[config.mk]
export PLATFORM = sky130hd
export DESIGN_NAME = segment_glyph_span_generator_unit
export DESIGN_NICKNAME = d
export VERILOG_FILES = /design/src/sv/sgsg_pkg.sv /design/src/sv/sgsg_front.sv /design/src/sv/sgsg_queue.sv /design/src/sv/sgsg_div.sv /design/src/sv/sgsg_back.sv /design/src/sv/segment_glyph_span_generator_unit.sv
export SDC_FILE = /design/constraint.sdc
export NUM_CORES = 1
export LEC_CHECK = 0
export ABC_AREA = 0
export BUFFER_PORTS_ARGS = -buffer_cell sky130_fd_sc_hd__buf_2
export CAP_MARGIN = 20
export CORE_MARGIN = 2
export CORE_UTILIZATION = 58
export DETAILED_ROUTE_END_ITERATION = 10
export PLACE_DENSITY = 0.76
export SETUP_SLACK_MARGIN = 0.5
export SYNTH_ARGS = -nofsm -noshare
export SYNTH_HDL_FRONTEND = slang
export SYNTH_SLANG_ARGS = --single-unit
[constraint.sdc]
create_clock -name clk -period 12.1 [get_ports clk]
set_input_delay 0.605 -clock clk [delete_from_list [all_inputs] [get_ports clk]]
set_output_delay 0.605 -clock clk [all_outputs]
set_load 0.05 [all_outputs]
[src/sv/sgsg_pkg.sv]
// Shared types, constants and the glyph segment ROM of the segment glyph span generator.
// Used by every module of the block; depends on nothing.
package sgsg_pkg;

	// Segment indexes in drawing order.
	localparam logic [4:0] SEG_TL   = 5'd0;
	localparam logic [4:0] SEG_TR   = 5'd1;
	localparam logic [4:0] SEG_ML   = 5'd2;
	localparam logic [4:0] SEG_MR   = 5'd3;
	localparam logic [4:0] SEG_BL   = 5'd4;
	localparam logic [4:0] SEG_BR   = 5'd5;
	localparam logic [4:0] SEG_UL   = 5'd6;
	localparam logic [4:0] SEG_LL   = 5'd7;
	localparam logic [4:0] SEG_UR   = 5'd8;
	localparam logic [4:0] SEG_LR   = 5'd9;
	localparam logic [4:0] SEG_UM   = 5'd10;
	localparam logic [4:0] SEG_LM   = 5'd11;
	localparam logic [4:0] SEG_DUL  = 5'd12;
	localparam logic [4:0] SEG_DUR  = 5'd13;
	localparam logic [4:0] SEG_DLL  = 5'd14;
	localparam logic [4:0] SEG_DLR  = 5'd15;
	localparam logic [4:0] SEG_DOTL = 5'd16;
	localparam logic [4:0] SEG_DOTM = 5'd17;
	localparam logic [4:0] SEG_LAST = SEG_DOTM;

	// Segment mask bits.
	localparam logic [17:0] K_TL   = 18'(1) << SEG_TL;
	localparam logic [17:0] K_TR   = 18'(1) << SEG_TR;
	localparam logic [17:0] K_ML   = 18'(1) << SEG_ML;
	localparam logic [17:0] K_MR   = 18'(1) << SEG_MR;
	localparam logic [17:0] K_BL   = 18'(1) << SEG_BL;
	localparam logic [17:0] K_BR   = 18'(1) << SEG_BR;
	localparam logic [17:0] K_UL   = 18'(1) << SEG_UL;
	localparam logic [17:0] K_LL   = 18'(1) << SEG_LL;
	localparam logic [17:0] K_UR   = 18'(1) << SEG_UR;
	localparam logic [17:0] K_LR   = 18'(1) << SEG_LR;
	localparam logic [17:0] K_UM   = 18'(1) << SEG_UM;
	localparam logic [17:0] K_LM   = 18'(1) << SEG_LM;
	localparam logic [17:0] K_DUL  = 18'(1) << SEG_DUL;
	localparam logic [17:0] K_DUR  = 18'(1) << SEG_DUR;
	localparam logic [17:0] K_DLL  = 18'(1) << SEG_DLL;
	localparam logic [17:0] K_DLR  = 18'(1) << SEG_DLR;
	localparam logic [17:0] K_DOTL = 18'(1) << SEG_DOTL;
	localparam logic [17:0] K_DOTM = 18'(1) << SEG_DOTM;

	// Character range of the ROM and the substitute for codes outside it.
	localparam logic [7:0] CHAR_FIRST = 8'h20;
	localparam logic [7:0] CHAR_LAST  = 8'h5A;
	localparam logic [7:0] CHAR_SUBST = 8'h3F;
	localparam logic [7:0] LOWER_A    = 8'h61;
	localparam logic [7:0] LOWER_Z    = 8'h7A;
	localparam logic [7:0] CASE_FOLD  = 8'h20;

	// Configuration register indexes.
	localparam logic [1:0] REG_GLYPH_WIDTH  = 2'd0;
	localparam logic [1:0] REG_GLYPH_HEIGHT = 2'd1;
	localparam logic [1:0] REG_STROKE_WIDTH = 2'd2;

	// Quotient bits produced by the diagonal divider.
	localparam int DIV_QBITS = 12;

	// One classified character on its way to the span sequencer.
	typedef struct packed {
		logic [17:0]        mask;
		logic signed [11:0] ox;
		logic [6:0]         gy;
	} sgsg_item_t;

	// Segment mask of a character, after case folding and substitution.
	function automatic logic [17:0] glyph_mask(input logic [7:0] code);
		logic [7:0]  c;
		logic [17:0] m;
		c = code;
		if (c >= LOWER_A && c <= LOWER_Z)
			c = c - CASE_FOLD;
		if (c < CHAR_FIRST || c > CHAR_LAST)
			c = CHAR_SUBST;
		unique case (c)
			8'h20: m = '0;
			8'h21: m = K_UM | K_DOTL;
			8'h22: m = K_UM;
			8'h23: m = K_ML | K_MR | K_UM | K_LM;
			8'h24: m = K_TL | K_TR | K_UL | K_ML | K_MR | K_LR | K_BL | K_BR | K_UM | K_LM;
			8'h25: m = K_UL | K_LR | K_DUR | K_DLL;
			8'h26: m = K_TL | K_UL | K_ML | K_LL | K_BL | K_BR | K_DLR;
			8'h27: m = K_UM;
			8'h28: m = K_TL | K_UL | K_LL | K_BL;
			8'h29: m = K_TR | K_UR | K_LR | K_BR;
			8'h2A: m = K_ML | K_MR | K_UM | K_LM | K_DUL | K_DUR | K_DLL | K_DLR;
			8'h2B: m = K_ML | K_MR | K_UM | K_LM;
			8'h2C: m = K_DOTL;
			8'h2D: m = K_ML | K_MR;
			8'h2E: m = K_DOTL;
			8'h2F: m = K_DUR | K_DLL;
			8'h30: m = K_TL | K_TR | K_UL | K_UR | K_LL | K_LR | K_BL | K_BR;
			8'h31: m = K_UR | K_LR;
			8'h32: m = K_TL | K_TR | K_UR | K_ML | K_MR | K_LL | K_BL | K_BR;
			8'h33: m = K_TL | K_TR | K_UR | K_MR | K_LR | K_BL | K_BR;
			8'h34: m = K_UL | K_UR | K_ML | K_MR | K_LR;
			8'h35: m = K_TL | K_TR | K_UL | K_ML | K_MR | K_LR | K_BL | K_BR;
			8'h36: m = K_TL | K_TR | K_UL | K_ML | K_MR | K_LL | K_LR | K_BL | K_BR;
			8'h37: m = K_TL | K_TR | K_UR | K_LR;
			8'h38: m = K_TL | K_TR | K_UL | K_UR | K_ML | K_MR | K_LL | K_LR | K_BL | K_BR;
			8'h39: m = K_TL | K_TR | K_UL | K_UR | K_ML | K_MR | K_LR | K_BL | K_BR;
			8'h3A: m = K_DOTL | K_DOTM;
			8'h3B: m = K_DOTL | K_DOTM;
			8'h3C: m = K_DUR | K_DLR;
			8'h3D: m = K_ML | K_MR | K_BL | K_BR;
			8'h3E: m = K_DUL | K_DLL;
			8'h3F: m = K_TL | K_TR | K_UR | K_MR | K_LM | K_DOTL;
			8'h40: m = K_TL | K_TR | K_UL | K_LL | K_BL | K_BR | K_UR | K_MR | K_LM;
			8'h41: m = K_TL | K_TR | K_UL | K_UR | K_ML | K_MR | K_LL | K_LR;
			8'h42: m = K_TL | K_TR | K_UR | K_LR | K_MR | K_BL | K_BR | K_UM | K_LM;
			8'h43: m = K_TL | K_TR | K_UL | K_LL | K_BL | K_BR;
			8'h44: m = K_TL | K_TR | K_UR | K_LR | K_BL | K_BR | K_UM | K_LM;
			8'h45: m = K_TL | K_TR | K_UL | K_LL | K_ML | K_BL | K_BR;
			8'h46: m = K_TL | K_TR | K_UL | K_LL | K_ML;
			8'h47: m = K_TL | K_TR | K_UL | K_LL | K_LR | K_MR | K_BL | K_BR;
			8'h48: m = K_UL | K_LL | K_UR | K_LR | K_ML | K_MR;
			8'h49: m = K_TL | K_TR | K_BL | K_BR | K_UM | K_LM;
			8'h4A: m = K_TR | K_UR | K_LR | K_LL | K_BL | K_BR;
			8'h4B: m = K_UL | K_LL | K_ML | K_DUR | K_DLR;
			8'h4C: m = K_UL | K_LL | K_BL | K_BR;
			8'h4D: m = K_UL | K_LL | K_UR | K_LR | K_DUL | K_DUR;
			8'h4E: m = K_UL | K_LL | K_UR | K_LR | K_DUL | K_DLR;
			8'h4F: m = K_TL | K_TR | K_UL | K_UR | K_LL | K_LR | K_BL | K_BR;
			8'h50: m = K_TL | K_TR | K_UL | K_LL | K_UR | K_ML | K_MR;
			8'h51: m = K_TL | K_TR | K_UL | K_UR | K_LL | K_LR | K_BL | K_BR | K_DLR;
			8'h52: m = K_TL | K_TR | K_UL | K_LL | K_UR | K_ML | K_MR | K_DLR;
			8'h53: m = K_TL | K_TR | K_UL | K_ML | K_MR | K_LR | K_BL | K_BR;
			8'h54: m = K_TL | K_TR | K_UM | K_LM;
			8'h55: m = K_UL | K_LL | K_UR | K_LR | K_BL | K_BR;
			8'h56: m = K_UL | K_UR | K_LM;
			8'h57: m = K_UL | K_LL | K_UR | K_LR | K_DLL | K_DLR;
			8'h58: m = K_DUL | K_DUR | K_DLL | K_DLR;
			8'h59: m = K_UL | K_UR | K_LM;
			8'h5A: m = K_TL | K_TR | K_DUR | K_DLL | K_BL | K_BR;
			default: m = '0;
		endcase
		return m;
	endfunction

endpackage

[src/sv/sgsg_front.sv]
// Front end: takes characters, folds and looks up the segment mask, and finds the glyph row.
// Depends on sgsg_pkg.
module sgsg_front import sgsg_pkg::*; (
	input  logic               in_valid,
	output logic               in_ready,
	input  logic [7:0]         char_code,
	input  logic signed [11:0] glyph_x,
	input  logic signed [11:0] scan_row,
	input  logic signed [11:0] text_top,
	input  logic [6:0]         glyph_height,
	output logic               q_valid,
	input  logic               q_ready,
	output sgsg_item_t         q_item
);

	logic signed [12:0] gy;
	logic signed [12:0] hlim;
	logic               in_cell;

	// Glyph row and whether the scan row falls inside the cell.
	assign gy      = {scan_row[11], scan_row} - {text_top[11], text_top};
	assign hlim    = {6'b000000, glyph_height};
	assign in_cell = !gy[12] && (gy < hlim);

	// A transfer here is a push into the queue.
	assign in_ready      = q_ready;
	assign q_valid       = in_valid;
	assign q_item.mask   = in_cell ? glyph_mask(char_code) : '0;
	assign q_item.ox     = glyph_x;
	assign q_item.gy     = gy[6:0];

endmodule

[src/sv/sgsg_queue.sv]
// Two-entry queue of classified characters between the front end and the span sequencer.
// Depends on sgsg_pkg.
module sgsg_queue import sgsg_pkg::*; (
	input  logic       clk,
	input  logic       arst_n,
	input  logic       push_valid,
	output logic       push_ready,
	input  sgsg_item_t push_item,
	output logic       pop_valid,
	input  logic       pop_ready,
	output sgsg_item_t pop_item
);

	sgsg_item_t entry_q [2];
	logic       wr_ptr_q;
	logic       rd_ptr_q;
	logic [1:0] cnt_q;
	logic       do_push;
	logic       do_pop;

	assign push_ready = (cnt_q != 2'd2);
	assign pop_valid  = (cnt_q != 2'd0);
	assign pop_item   = entry_q[rd_ptr_q];
	assign do_push    = push_valid && push_ready;
	assign do_pop     = pop_valid && pop_ready;

	// Pointers and fill count.
	always_ff @(posedge clk or negedge arst_n) begin
		if (!arst_n) begin
			wr_ptr_q <= 1'b0;
			rd_ptr_q <= 1'b0;
			cnt_q    <= 2'd0;
		end else begin
			if (do_push)
				wr_ptr_q <= !wr_ptr_q;
			if (do_pop)
				rd_ptr_q <= !rd_ptr_q;
			cnt_q <= cnt_q + {1'b0, do_push} - {1'b0, do_pop};
		end
	end

	// Entry storage.
	always_ff @(posedge clk) begin
		if (do_push)
			entry_q[wr_ptr_q] <= push_item;
	end

endmodule

[src/sv/sgsg_div.sv]
// Restoring divider for diagonal stroke centers, one quotient bit per cycle, truncating.
// Depends on sgsg_pkg for the quotient length.
module sgsg_div import sgsg_pkg::*; (
	input  logic               clk,
	input  logic               arst_n,
	input  logic               start,
	input  logic signed [23:0] num,
	input  logic signed [9:0]  den,
	output logic               busy,
	output logic               done,
	output logic signed [12:0] quo
);

	logic        busy_q;
	logic [3:0]  cnt_q;
	logic [9:0]  rem_q;
	logic [11:0] low_q;
	logic [9:0]  dmag_q;
	logic        neg_q;
	logic [23:0] nmag;
	logic [9:0]  dmag;
	logic [10:0] remsh;
	logic [10:0] remsub;
	logic        ge;

	// Operand magnitudes. The quotient magnitude stays below 2^11, so the
	// upper numerator bits start out below the divisor.
	assign nmag   = num[23] ? 24'(-num) : num;
	assign dmag   = den[9] ? 10'(-den) : den;
	assign remsh  = {rem_q, low_q[11]};
	assign remsub = remsh - {1'b0, dmag_q};
	assign ge     = (remsh >= {1'b0, dmag_q});

	always_ff @(posedge clk or negedge arst_n) begin
		if (!arst_n) begin
			busy_q <= 1'b0;
			cnt_q  <= '0;
		end else if (start) begin
			busy_q <= 1'b1;
			cnt_q  <= 4'(DIV_QBITS - 1);
		end else if (busy_q) begin
			cnt_q <= cnt_q - 4'd1;
			if (cnt_q == 4'd0)
				busy_q <= 1'b0;
		end
	end

	// Shift and subtract datapath; the quotient shifts into the low word.
	always_ff @(posedge clk) begin
		if (start) begin
			rem_q  <= nmag[21:12];
			low_q  <= nmag[11:0];
			dmag_q <= dmag;
			neg_q  <= num[23] ^ den[9];
		end else if (busy_q) begin
			rem_q <= ge ? remsub[9:0] : remsh[9:0];
			low_q <= {low_q[10:0], ge};
		end
	end

	assign busy = busy_q;
	assign done = busy_q && (cnt_q == 4'd0);
	assign quo  = neg_q ? -$signed({1'b0, low_q}) : $signed({1'b0, low_q});

endmodule

[src/sv/sgsg_back.sv]
// Span sequencer: walks the 18 segments of one character and emits the covered spans.
// Depends on sgsg_pkg and sgsg_div.
module sgsg_back import sgsg_pkg::*; (
	input  logic               clk,
	input  logic               arst_n,
	input  logic               item_valid,
	output logic               item_ready,
	input  sgsg_item_t         item,
	input  logic [6:0]         glyph_width,
	input  logic [6:0]         glyph_height,
	input  logic [4:0]         stroke_width,
	output logic               out_valid,
	input  logic               out_ready,
	output logic signed [16:0] span_start,
	output logic signed [16:0] span_end,
	output logic [4:0]         segment_id,
	output logic               has_span,
	output logic               last_of_glyph
);

	localparam logic [2:0] ST_IDLE = 3'd0;
	localparam logic [2:0] ST_SEG  = 3'd1;
	localparam logic [2:0] ST_DIV  = 3'd2;
	localparam logic [2:0] ST_DFIN = 3'd3;
	localparam logic [2:0] ST_END  = 3'd4;

	logic [2:0]         st_q, st_d;
	logic [4:0]         seg_q;
	logic [17:0]        mask_q;
	logic signed [11:0] ox_q;
	logic [6:0]         gy_q;
	logic               pend_v_q;
	logic signed [16:0] pend_a_q, pend_b_q;
	logic [4:0]         pend_id_q;
	logic               out_valid_q;
	logic signed [16:0] out_a_q, out_b_q;
	logic [4:0]         out_id_q;
	logic               out_has_q, out_last_q;

	logic signed [9:0]  w_s, h_s, t_s, xm_s, ym_s, ht_s, t1_s, gy_s;
	logic signed [9:0]  ylo, yhi, xa, xb, ax, ay, bx, by;
	logic signed [9:0]  d_lo, d_hi, dx, dgy, den;
	logic signed [19:0] prod;
	logic signed [23:0] num;
	logic signed [16:0] ox17, xa17, xb17, ax17, t8, quo17;
	logic signed [16:0] bar_a, bar_b, d_c, d_a, d_b, cand_a, cand_b;
	logic signed [12:0] quo;
	logic               lit, is_diag, bar_hit, d_hit, cand_ok;
	logic               take_try, seg_adv, div_start, div_busy, div_done;
	logic               pend_load, pend_clr, push, push_last, out_free;

	// Cell geometry from the configuration.
	assign w_s  = {3'b000, glyph_width};
	assign h_s  = {3'b000, glyph_height};
	assign t_s  = {5'b00000, stroke_width};
	assign xm_s = {4'b0000, glyph_width[6:1]};
	assign ym_s = {4'b0000, glyph_height[6:1]};
	assign ht_s = {6'b000000, stroke_width[4:1]};
	assign t1_s = {9'b000000000, stroke_width[0]};
	assign gy_s = {3'b000, gy_q};

	// Row band and column extent of the current segment; end points for diagonals.
	always_comb begin
		ylo = '0;
		yhi = '0;
		xa  = '0;
		xb  = '0;
		ax  = '0;
		ay  = '0;
		bx  = xm_s;
		by  = ym_s;
		unique case (seg_q)
			SEG_TL:   begin yhi = t_s; xb = xm_s + ht_s; end
			SEG_TR:   begin yhi = t_s; xa = xm_s - ht_s; xb = w_s; end
			SEG_ML:   begin
				ylo = ym_s - ht_s; yhi = ym_s - ht_s + t_s; xb = xm_s + ht_s;
			end
			SEG_MR:   begin
				ylo = ym_s - ht_s; yhi = ym_s - ht_s + t_s; xa = xm_s - ht_s; xb = w_s;
			end
			SEG_BL:   begin ylo = h_s - t_s; yhi = h_s; xb = xm_s + ht_s; end
			SEG_BR:   begin ylo = h_s - t_s; yhi = h_s; xa = xm_s - ht_s; xb = w_s; end
			SEG_UL:   begin yhi = ym_s + ht_s; xb = t_s; end
			SEG_LL:   begin ylo = ym_s - ht_s; yhi = h_s; xb = t_s; end
			SEG_UR:   begin yhi = ym_s + ht_s; xa = w_s - t_s; xb = w_s; end
			SEG_LR:   begin ylo = ym_s - ht_s; yhi = h_s; xa = w_s - t_s; xb = w_s; end
			SEG_UM:   begin
				yhi = ym_s + ht_s; xa = xm_s - ht_s; xb = xm_s - ht_s + t_s;
			end
			SEG_LM:   begin
				ylo = ym_s - ht_s; yhi = h_s; xa = xm_s - ht_s; xb = xm_s - ht_s + t_s;
			end
			SEG_DUL:  begin ax = ht_s; ay = ht_s; end
			SEG_DUR:  begin ax = w_s - ht_s; ay = ht_s; end
			SEG_DLL:  begin ax = ht_s; ay = h_s - ht_s; end
			SEG_DLR:  begin ax = w_s - ht_s; ay = h_s - ht_s; end
			SEG_DOTL: begin
				ylo = h_s - t_s; yhi = h_s; xa = xm_s - ht_s; xb = xm_s + ht_s + t1_s;
			end
			SEG_DOTM: begin
				ylo = ym_s - ht_s; yhi = ym_s - ht_s + t_s;
				xa = xm_s - ht_s; xb = xm_s + ht_s + t1_s;
			end
			default:  begin end
		endcase
	end

	// Bar coverage in sixteenth pixels.
	assign lit     = mask_q[seg_q];
	assign is_diag = (seg_q >= SEG_DUL) && (seg_q <= SEG_DLR);
	assign bar_hit = (gy_s >= ylo) && (gy_s < yhi);
	assign ox17    = {{5{ox_q[11]}}, ox_q};
	assign xa17    = {{7{xa[9]}}, xa};
	assign xb17    = {{7{xb[9]}}, xb};
	assign bar_a   = (ox17 + xa17) <<< 4;
	assign bar_b   = (ox17 + xb17) <<< 4;

	// Diagonal: row test and the product that feeds the divider.
	assign d_lo  = (ay < by) ? ay : by;
	assign d_hi  = (ay < by) ? by : ay;
	assign d_hit = (gy_s >= d_lo) && (gy_s < d_hi) && (ay != by);
	assign dx    = bx - ax;
	assign dgy   = gy_s - ay;
	assign den   = by - ay;
	assign prod  = dx * dgy;
	assign num   = {prod, 4'b0000};

	sgsg_div u_div (
		.clk    (clk),
		.arst_n (arst_n),
		.start  (div_start),
		.num    (num),
		.den    (den),
		.busy   (div_busy),
		.done   (div_done),
		.quo    (quo)
	);

	// Diagonal span around the truncated center.
	assign ax17  = {{7{ax[9]}}, ax};
	assign quo17 = {{4{quo[12]}}, quo};
	assign t8    = {9'b000000000, stroke_width, 3'b000};
	assign d_c   = ((ox17 + ax17) <<< 4) + quo17;
	assign d_a   = d_c - t8;
	assign d_b   = d_c + t8;

	assign cand_a  = (st_q == ST_DFIN) ? d_a : bar_a;
	assign cand_b  = (st_q == ST_DFIN) ? d_b : bar_b;
	assign cand_ok = (st_q == ST_DFIN) ? (d_b > d_a) : (bar_hit && (bar_b > bar_a));

	assign out_free = !out_valid_q || out_ready;

	// Sequencer. One span is held back so the last one can be marked.
	always_comb begin
		st_d       = st_q;
		item_ready = 1'b0;
		take_try   = 1'b0;
		seg_adv    = 1'b0;
		div_start  = 1'b0;
		pend_load  = 1'b0;
		pend_clr   = 1'b0;
		push       = 1'b0;
		push_last  = 1'b0;
		unique case (st_q)
			ST_IDLE: begin
				item_ready = 1'b1;
				if (item_valid)
					st_d = ST_SEG;
			end
			ST_SEG: begin
				if (!lit) begin
					seg_adv = 1'b1;
				end else if (is_diag) begin
					if (d_hit) begin
						div_start = 1'b1;
						st_d      = ST_DIV;
					end else begin
						seg_adv = 1'b1;
					end
				end else begin
					take_try = 1'b1;
				end
			end
			ST_DIV: begin
				if (div_done)
					st_d = ST_DFIN;
			end
			ST_DFIN: begin
				take_try = 1'b1;
			end
			ST_END: begin
				if (out_free) begin
					push      = 1'b1;
					push_last = 1'b1;
					pend_clr  = 1'b1;
					st_d      = ST_IDLE;
				end
			end
			default: st_d = ST_IDLE;
		endcase
		if (take_try) begin
			if (!cand_ok) begin
				seg_adv = 1'b1;
			end else if (!pend_v_q || out_free) begin
				push      = pend_v_q;
				pend_load = 1'b1;
				seg_adv   = 1'b1;
			end
		end
		if (seg_adv)
			st_d = (seg_q == SEG_LAST) ? ST_END : ST_SEG;
	end

	// Control state.
	always_ff @(posedge clk or negedge arst_n) begin
		if (!arst_n) begin
			st_q        <= ST_IDLE;
			seg_q       <= '0;
			pend_v_q    <= 1'b0;
			out_valid_q <= 1'b0;
		end else begin
			st_q <= st_d;
			if (st_q == ST_IDLE)
				seg_q <= '0;
			else if (seg_adv)
				seg_q <= (seg_q == SEG_LAST) ? 5'd0 : seg_q + 5'd1;
			if (pend_load)
				pend_v_q <= 1'b1;
			else if (pend_clr)
				pend_v_q <= 1'b0;
			out_valid_q <= push || (out_valid_q && !out_ready);
		end
	end

	// Item, held span and output registers.
	always_ff @(posedge clk) begin
		if (item_ready && item_valid) begin
			mask_q <= item.mask;
			ox_q   <= item.ox;
			gy_q   <= item.gy;
		end
		if (pend_load) begin
			pend_a_q  <= cand_a;
			pend_b_q  <= cand_b;
			pend_id_q <= seg_q;
		end
		if (push) begin
			out_a_q    <= pend_v_q ? pend_a_q : '0;
			out_b_q    <= pend_v_q ? pend_b_q : '0;
			out_id_q   <= pend_v_q ? pend_id_q : '0;
			out_has_q  <= pend_v_q;
			out_last_q <= push_last;
		end
	end

	assign out_valid     = out_valid_q;
	assign span_start    = out_a_q;
	assign span_end      = out_b_q;
	assign segment_id    = out_id_q;
	assign has_span      = out_has_q;
	assign last_of_glyph = out_last_q;

	a_idle_no_pend: assert property (@(posedge clk) disable iff (!arst_n)
		st_q == ST_IDLE |-> !pend_v_q)
		else $error("held span left over between characters");

	a_push_room: assert property (@(posedge clk) disable iff (!arst_n)
		push |-> out_free)
		else $error("result written over an untaken result");

	a_div_running: assert property (@(posedge clk) disable iff (!arst_n)
		st_q == ST_DIV |-> div_busy)
		else $error("waiting on an idle divider");

	a_last_ends: assert property (@(posedge clk) disable iff (!arst_n)
		push && push_last |=> st_q == ST_IDLE && !pend_v_q)
		else $error("character not closed after its last result");

endmodule

[src/sv/segment_glyph_span_generator_unit.sv]
// Top level of the segment glyph span generator: configuration registers, front end,
// queue and span sequencer. Depends on sgsg_pkg, sgsg_front, sgsg_queue, sgsg_back.
//
//  channel  direction  handshake            payload
//  in       input      in_valid/in_ready    char_code, glyph_x, scan_row, text_top
//  out      output     out_valid/out_ready  span_start, span_end, segment_id, has_span,
//                                           last_of_glyph
//  cfg      input      cfg_valid/cfg_ready  cfg_index, cfg_data
//
// In the span sequencer a character is loaded, its segments are walked in order and it is
// closed; each diagonal that crosses the row also waits on the serial divider.
// The front end and a two-entry queue take the next characters while one is in work.
// Reset clears control state and loads width 16, height 22, stroke 3.
// A stalled output holds the sequencer only when it has a further result to write
// while the previous one is still untaken.
module segment_glyph_span_generator_unit import sgsg_pkg::*; (
	input  logic               clk,
	input  logic               arst_n,
	input  logic               in_valid,
	output logic               in_ready,
	input  logic [7:0]         char_code,
	input  logic signed [11:0] glyph_x,
	input  logic signed [11:0] scan_row,
	input  logic signed [11:0] text_top,
	output logic               out_valid,
	input  logic               out_ready,
	output logic signed [16:0] span_start,
	output logic signed [16:0] span_end,
	output logic [4:0]         segment_id,
	output logic               has_span,
	output logic               last_of_glyph,
	input  logic               cfg_valid,
	output logic               cfg_ready,
	input  logic [1:0]         cfg_index,
	input  logic [6:0]         cfg_data
);

	logic [6:0] glyph_width_q;
	logic [6:0] glyph_height_q;
	logic [4:0] stroke_width_q;
	logic       fq_valid, fq_ready, qb_valid, qb_ready;
	sgsg_item_t fq_item, qb_item;

	// Configuration registers; a transfer to an unused index is dropped.
	assign cfg_ready = 1'b1;

	always_ff @(posedge clk or negedge arst_n) begin
		if (!arst_n) begin
			glyph_width_q  <= 7'd16;
			glyph_height_q <= 7'd22;
			stroke_width_q <= 5'd3;
		end else if (cfg_valid) begin
			unique case (cfg_index)
				REG_GLYPH_WIDTH:  glyph_width_q  <= cfg_data;
				REG_GLYPH_HEIGHT: glyph_height_q <= cfg_data;
				REG_STROKE_WIDTH: stroke_width_q <= cfg_data[4:0];
				default: begin end
			endcase
		end
	end

	sgsg_front u_front (
		.in_valid     (in_valid),
		.in_ready     (in_ready),
		.char_code    (char_code),
		.glyph_x      (glyph_x),
		.scan_row     (scan_row),
		.text_top     (text_top),
		.glyph_height (glyph_height_q),
		.q_valid      (fq_valid),
		.q_ready      (fq_ready),
		.q_item       (fq_item)
	);

	sgsg_queue u_queue (
		.clk        (clk),
		.arst_n     (arst_n),
		.push_valid (fq_valid),
		.push_ready (fq_ready),
		.push_item  (fq_item),
		.pop_valid  (qb_valid),
		.pop_ready  (qb_ready),
		.pop_item   (qb_item)
	);

	sgsg_back u_back (
		.clk           (clk),
		.arst_n        (arst_n),
		.item_valid    (qb_valid),
		.item_ready    (qb_ready),
		.item          (qb_item),
		.glyph_width   (glyph_width_q),
		.glyph_height  (glyph_height_q),
		.stroke_width  (stroke_width_q),
		.out_valid     (out_valid),
		.out_ready     (out_ready),
		.span_start    (span_start),
		.span_end      (span_end),
		.segment_id    (segment_id),
		.has_span      (has_span),
		.last_of_glyph (last_of_glyph)
	);

endmodule
==> results of run 1 <==
==> worst max-delay path, delay by kind of cell, from the launching register on <==
kind | cells | cell delay [ps]
fa+ha+maj | 9 | 3790
xor+xnor | 3 | 1060
flops | 1 | 670
mux | 1 | 290
buf+inv | 6 | 690
compound gates | 12 | 2090
simple gates | 5 | 910
==> layer usage <==
| metal | vias up | track usage | routed length [um] | share of wire |
|---|---|---|---|---|
| li1 | 9267 | - | - | - |
| met1 | 9254 | 0.378 | 27000 | 0.44 |
| met2 | 612 | 0.484 | 29000 | 0.47 |
| met3 | 107 | 0.0394 | 3740 | 0.061 |
| met4 | 0 | 0.0768 | 1710 | 0.028 |
| met5 | - | 0 | 0 | 0 |
==> stage by stage <==
stage / area, um^2 / cells / total power, mW / hold slack [ps] / utilization
floorplan: 24600 / 2602 / 4.81 / 309 / -
global route: 26600 / 3228 / 7.32 / 200 / 0.634
CTS: 26500 / 3223 / 6.69 / 196 / 0.632
detailed placement: 25500 / 3171 / 5.78 / 511 / 0.609
finish: 26600 / 3228 / 6.69 / 201 / 0.634
global placement: 25500 / 3170 / 5.62 / 506 / 0.609
==> sequential cells by signal, indices dropped and copies added, names as in the netlist, 4 cells and up <==
register and cells:
u_back.pend_a_q 13, u_back.seg_q 5, u_back.span_start 13, u_back.u_div.rem_q 10
stroke_width_q 5, u_back.ox_q 12, u_back.pend_id_q 5, u_back.pend_b_q 17
u_back.span_end 17, glyph_height_q 7, u_back.u_div.dmag_q 10, u_back.u_div.low_q 12
u_back.gy_q 7, glyph_width_q 7, u_back.segment_id 5, u_back.mask_q 18
u_queue.entry_q 74, u_back.u_div.cnt_q 4
==> cell families after synthesis <==
group / synth area share
AO/OA/AOI/OAI: 0.144
XOR/XNOR: 0.0705
buffers and inverters: 0.0555
multiplexers: 0.0487
AND/OR/NAND/NOR: 0.150
flip-flops: 0.303
adder cells (fa/ha/maj): 0.229
other: 0.000305
==> worst max-delay path by stage <==
| stage | startpoint | to |
|---|---|---|
| CTS | stroke_width_q[2]$_DFFE_PN0P_ | u_back.u_div.rem_q[1]$_DFFE_PP_ |
| floorplan | u_back.seg_q[3]$_DFFE_PN0P_ | u_back.u_div.rem_q[3]$_DFFE_PP_ |
| global route | u_back.seg_q[0]$_DFFE_PN0P_ | u_back.u_div.rem_q[1]$_DFFE_PP_ |
| finish | u_back.seg_q[0]$_DFFE_PN0P_ | u_back.u_div.rem_q[1]$_DFFE_PP_ |
| detailed placement | u_back.seg_q[0]$_DFFE_PN0P_ | u_back.u_div.rem_q[1]$_DFFE_PP_ |
| global placement | u_back.seg_q[0]$_DFFE_PN0P_ | u_back.u_div.rem_q[1]$_DFFE_PP_ |
==> Yosys cell counts, types with 8 or more instances <==
library cell	instances	share of area
ha_1	271	0.14
inv_1	262	0.040
nor2_1	246	0.038
edfxtp_1	216	0.26
nand2_1	195	0.030
a21oi_1	159	0.032
xnor2_1	134	0.048
fa_1	112	0.091
o21ai_0	107	0.022
xor2_1	62	0.022
mux2_2	59	0.027
clkbuf_1	55	0.0084
and2_1	50	0.013
nor2b_1	49	0.012
nand3_1	48	0.0098
a21o_1	43	0.013
mux2i_1	42	0.017
nor3_1	40	0.0081
dfrtp_1	32	0.033
nand2b_1	30	0.0076
o21a_1	23	0.0070
or2_2	19	0.0048
a31oi_1	16	0.0041
o21bai_1	16	0.0049
or3_1	16	0.0041
a22oi_1	15	0.0046
nand4_1	15	0.0038
and3_1	14	0.0036
buf_2	14	0.0028
a211oi_1	13	0.0040
o31ai_1	13	0.0040
a221oi_1	12	0.0043
o21ai_1	12	0.0024
nor4_1	10	0.0025
o211ai_1	10	0.0031
o22ai_1	10	0.0025
nand3b_1	9	0.0027
a21boi_0	8	0.0024
o2111ai_1	8	0.0028
==> area by class of cell <==
cell class / count / area (um^2)
clock buffers: 35 / 758
diodes: 1 / 2.50
clock inverters: 17 / 208
well taps: 539 / 674
multi-input cells: 1998 / 15800
fillers: 3412 / 15400
flip-flops and latches: 254 / 7440
repair buffers: 118 / 681
inverters: 266 / 998
==> cell usage in the layout, fill, tap and decap left out, drive strengths merged, types with 49 or more instances in the layout <==
| cell type | Yosys | routed |
|---|---|---|
| buf | 29 | 118 |
| a21oi | 159 | 159 |
| xor2 | 62 | 62 |
| inv | 265 | 269 |
| xnor2 | 135 | 135 |
| edfxtp | 216 | 216 |
| fa | 112 | 112 |
| nor2b | 49 | 49 |
| nor2 | 247 | 247 |
| and2 | 50 | 50 |
| mux2 | 61 | 61 |
| o21ai | 119 | 119 |
| nand2 | 197 | 197 |
| ha | 271 | 271 |
==> report_power, final <==
group | switching, mW | internal [mW]
sequential | 0.0639 | 1.06
combinational | 2.70 | 1.99
clock | 0.350 | 0.533
==> impl_metrics.json, run 1 <==
{
  "max_freq_mhz": 103,
  "grt_max_degree": 46,
  "ir_worst_vdd_mv": 0.676,
  "min_path_type": "in -> async",
  "cts-root-buf": "clkbuf_16",
  "ys_warn_count": 0,
  "initial_core_util": 0.586,
  "ctsHoldBuffers": 0,
  "p_leak_nw": 11.3,
  "finalMaxSlewViolations": 0,
  "synth_fp_nets": 3043,
  "period_needed_ps": 9750,
  "clkTransAtPathRegs_ps": 60,
  "drive_gt1_frac": 0.105,
  "hold_viol": 0,
  "dp_hpwl_um": 48900,
  "first_iter_violations": 1443,
  "crit_type": "reg -> reg",
  "cts_tree": "done",
  "nets": 3107,
  "h-tree-depth": 1,
  "syn_area_um2": 24600,
  "avgSynthCellArea_um2": 9.45,
  "rows": 75,
  "die_area_um2": 44100,
  "synth-seq-cells": 254,
  "setup_tns_ps": 0,
  "max_slew_margin": 0.297,
  "clock_path_buffers": 3,
  "worst_slack_ps": 2350,
  "critical_path_required_ps": 12420,
  "worstMarginPinSlew_ps": 1050,
  "numCtsBuffers": 28,
  "overflow": 0,
  "antenna_found_initial": 1,
  "clock_latency_ps": 570,
  "cp-start-kind": "register",
  "fin_crit_sh": 0.806,
  "avgViaCountPerCell": 5.96,
  "wl_per_cell_um": 19.0,
  "die_y_um": 210,
  "drc": 0,
  "wl_um": 61400,
  "rsz0062_at_grt": "false",
  "p_per_area_nw_per_um2": 252,
  "r2r_start": "u_back.seg_q[0]$_DFFE_PN0P_",
  "status": "complete, no violations",
  "dr.pass1.iters": 6,
  "crit_arrival_ps": 10070,
  "worstSetupEndpointType": "register",
  "cts_resized": 0,
  "ys_seq_area_frac": 0.303,
  "gp_congestion": 0.938,
  "max_cap_viol_count": 0,
  "port_buffers": 100,
  "fp.coreArea_um2": 41900,
  "pin_count": 102,
  "grt_pass1_vias": 19300,
  "rrSetupSlack_ps": 2350,
  "synth_ff_type": "edfxtp_1",
  "reg2reg_to": "u_back.u_div.rem_q[1]$_DFFE_PP_",
  "grt_pass1_wl_um": 99700,
  "synthDistinctLibCells": 98,
  "cpMaxStageDelayCell": "xnor2_1",
  "clock-sinks": 254,
  "finClkSkew_ps": 39.7,
  "async_reset_ff_frac": 0.150,
  "worst_path_largest_cell_delay_ps": 680,
  "route.antenna.remaining_nets": 0,
  "reg2regPathDepth": 36,
  "path_max_fanout": 18,
  "synth_enable_flop_cells": 216,
  "synth_cells": 2602,
  "cts_setup_buffers": 0,
  "place_ws_ps": 2460,
  "area_growth_pct": 8.11,
  "vias": 19200,
  "setup_viol": 0,
  "die_x_um": 210,
  "grt_use_total": 0.283
}
Note: power is estimated with default switching activity, not from simulation.
==> run 2, diff against run 1 <==
--- a/config.mk
+++ b/config.mk
@@ -11,7 +11,7 @@
 export CORE_MARGIN = 2
 export CORE_UTILIZATION = 58
 export DETAILED_ROUTE_END_ITERATION = 10
-export PLACE_DENSITY = 0.76
+export PLACE_DENSITY = 0.79
 export SETUP_SLACK_MARGIN = 0.5
 export SYNTH_ARGS = -nofsm -noshare
 export SYNTH_HDL_FRONTEND = slang
==> constraint.sdc (replaced) <==
create_clock -name clk -period 8.08 [get_ports clk]
set_input_delay 0.404 -clock clk [delete_from_list [all_inputs] [get_ports clk]]
set_output_delay 0.404 -clock clk [all_outputs]
set_load 0.05 [all_outputs]
==> run 2 against run 1 <==
The flow now finishes with violations (hold timing, setup timing). Non-clock buffer count is 226 higher. Utilization is 7.6 points higher. Register-to-register slack worse by 2500 ps. Worst hold slack got worse by 200 ps. Wire length grew 17%. Sequential share of layout area is 3.0 points lower. Clock skew down 4.5 ps. Flip-flop and latch count unchanged. Largest cell class unchanged.
==> impl_metrics.json, run 2 (same netlist as run 1, synthesis figures left out) <==
{
  "status": "complete, but fails checks",
  "failed_checks": "hold timing, setup timing",
  "period_needed_ps": 8250,
  "clock_latency_ps": 570,
  "antenna_found_initial": 0,
  "met2_usage": 0.536,
  "wl_um": 71900,
  "startpoint": "stroke_width_q[1]$_DFFE_PN1P_",
  "gp_congestion": 0.983,
  "setup_viol": 8,
  "numCtsBuffers": 28,
  "cpMaxStageDelayCell": "dfstp_2",
  "max_slew_margin": 0.263,
  "grt_use_total": 0.305,
  "wl_per_cell_um": 20.8,
  "instances_no_fill": 3453,
  "avgViaCountPerCell": 6.11,
  "fin_crit_sh": 1.02,
  "die_y_um": 210,
  "crit_arrival_ps": 8550,
  "area_growth_pct": 21.1,
  "worst_slack_ps": -166,
  "met3_usage": 0.0450,
  "min_path_type": "in -> async",
  "pin_count": 102,
  "drc": 0,
  "max_cap_viol_count": 0,
  "biggestRegsByFlops": "u_queue.entry_q (74), u_back.mask_q (18)",
  "dp.cells": 3321,
  "path_max_fanout": 7,
  "grt-busiest-layer": "met2",
  "crit_type": "reg -> reg",
  "worstMarginPinSlew_ps": 1100,
  "place_ws_ps": -379,
  "rows": 75,
  "hold_viol": 2,
  "reg2regPathDepth": 36,
  "die_area_um2": 44100,
  "ctsHoldBuffers": 0,
  "vias": 21100,
  "nets": 3333,
  "cts_tree": "done",
  "port_buffers": 100,
  "worstSetupEndpointType": "register",
  "r2r_start": "stroke_width_q[1]$_DFFE_PN1P_",
  "final_common_cell": "inv_1",
  "initial_core_util": 0.586,
  "grt_use_met1": 0.386,
  "dp_hpwl_um": 52200,
  "fp.coreArea_um2": 41900,
  "cp-start-kind": "register",
  "h-tree-depth": 1,
  "top_register": "u_queue.entry_q",
  "clock_path_buffers": 3,
  "finClkSkew_ps": 35.2,
  "whs_ps": -2.57,
  "overflow": 0,
  "first_iter_violations": 1816,
  "route.antenna.remaining_nets": 0,
  "clock-sinks": 254,
  "clkTransAtPathRegs_ps": 60,
  "critical_path_required_ps": 8380,
  "largest_reg_flops": 74,
  "dr.pass1.iters": 5,
  "grt_pass1_vias": 21200,
  "worst_path_largest_cell_delay_ps": 620,
  "grt_max_degree": 46,
  "rsz0062_at_grt": "true",
  "drive_gt1_frac": 0.255,
  "grt_pass1_wl_um": 108000,
  "cts-root-buf": "clkbuf_16",
  "layout_common_cells": "inv_1 (242), ha_1 (241), edfxtp_1 (216)",
  "die_x_um": 210,
  "finalMaxSlewViolations": 0,
  "antenna_cells": 0,
  "max_freq_mhz": 121
}
run 2: final cells by class:
cell class,count,area [um^2]
clock buffer,32,737
clock inverter,20,211
fill,2954,12200
inverter,266,1000
multi-input combinational,1998,17100
sequential,254,7450
tap,539,674
timing repair buffer,344,2560
run 2: worst paths after layout:
| check | end | slack, ps |
|---|---|---|
| max | u_back.u_div.rem_q[7]$_DFFE_PP_ | -170 |
| max in group asynchronous | stroke_width_q[2]$_DFFE_PN0P_ | 7380 |
| max reg2reg | u_back.u_div.rem_q[7]$_DFFE_PP_ | -170 |
| min | u_back.pend_v_q$_DFFE_PN0P_ | -3 |
| min reg2reg | u_back.span_start[6]$_SDFFCE_PN0P_ | 520 |
| min in group clk | u_queue.entry_q[0][12]$_DFFE_PP_ | 20 |
run 2: metal layers:
layer  routed length [um]  part of all wire  up-vias
met1                29100              0.40    10200
met5                    0                 0        -
li1                     -                 -     9717
met4                 3200             0.044        0
met3                 4610             0.064      242
met2                35000              0.49      925
run 2: metrics by stage:
step	setup TNS [ps]	utilization	area, um^2	hold WS (ps)
2_1_floorplan	0	-	24700	108
4_1_cts	0	0.679	28500	5.48
3_5_place_dp	-4470	0.638	26800	510
5_1_grt	-3450	0.710	29800	15.1
6_report	-490	0.710	29800	-2.57
3_3_place_gp	0	0.638	26800	506
run 2: critical path: cells and delay by family, from the launching register on:
family | cells | cell delay [ps]
xor+xnor | 3 | 520
fa+ha+maj | 9 | 3660
buf+inv | 8 | 730
simple gates | 7 | 1140
flops | 1 | 620
mux | 1 | 90
compound gates | 8 | 1270
run 2: timing repair:
action / CTS / global route
hold endpoints to repair: 0 / 0
setup buffers: 29 / 47
cloned: 0 / 2
setup endpoints to repair: 97 / 99
pin swaps: 91 / 138
resized for setup: 140 / 177
Power of run 2 is left out: the tool's default activity adds up to more than one toggle a clock period on the data nets, which glitch-free logic cannot reach.
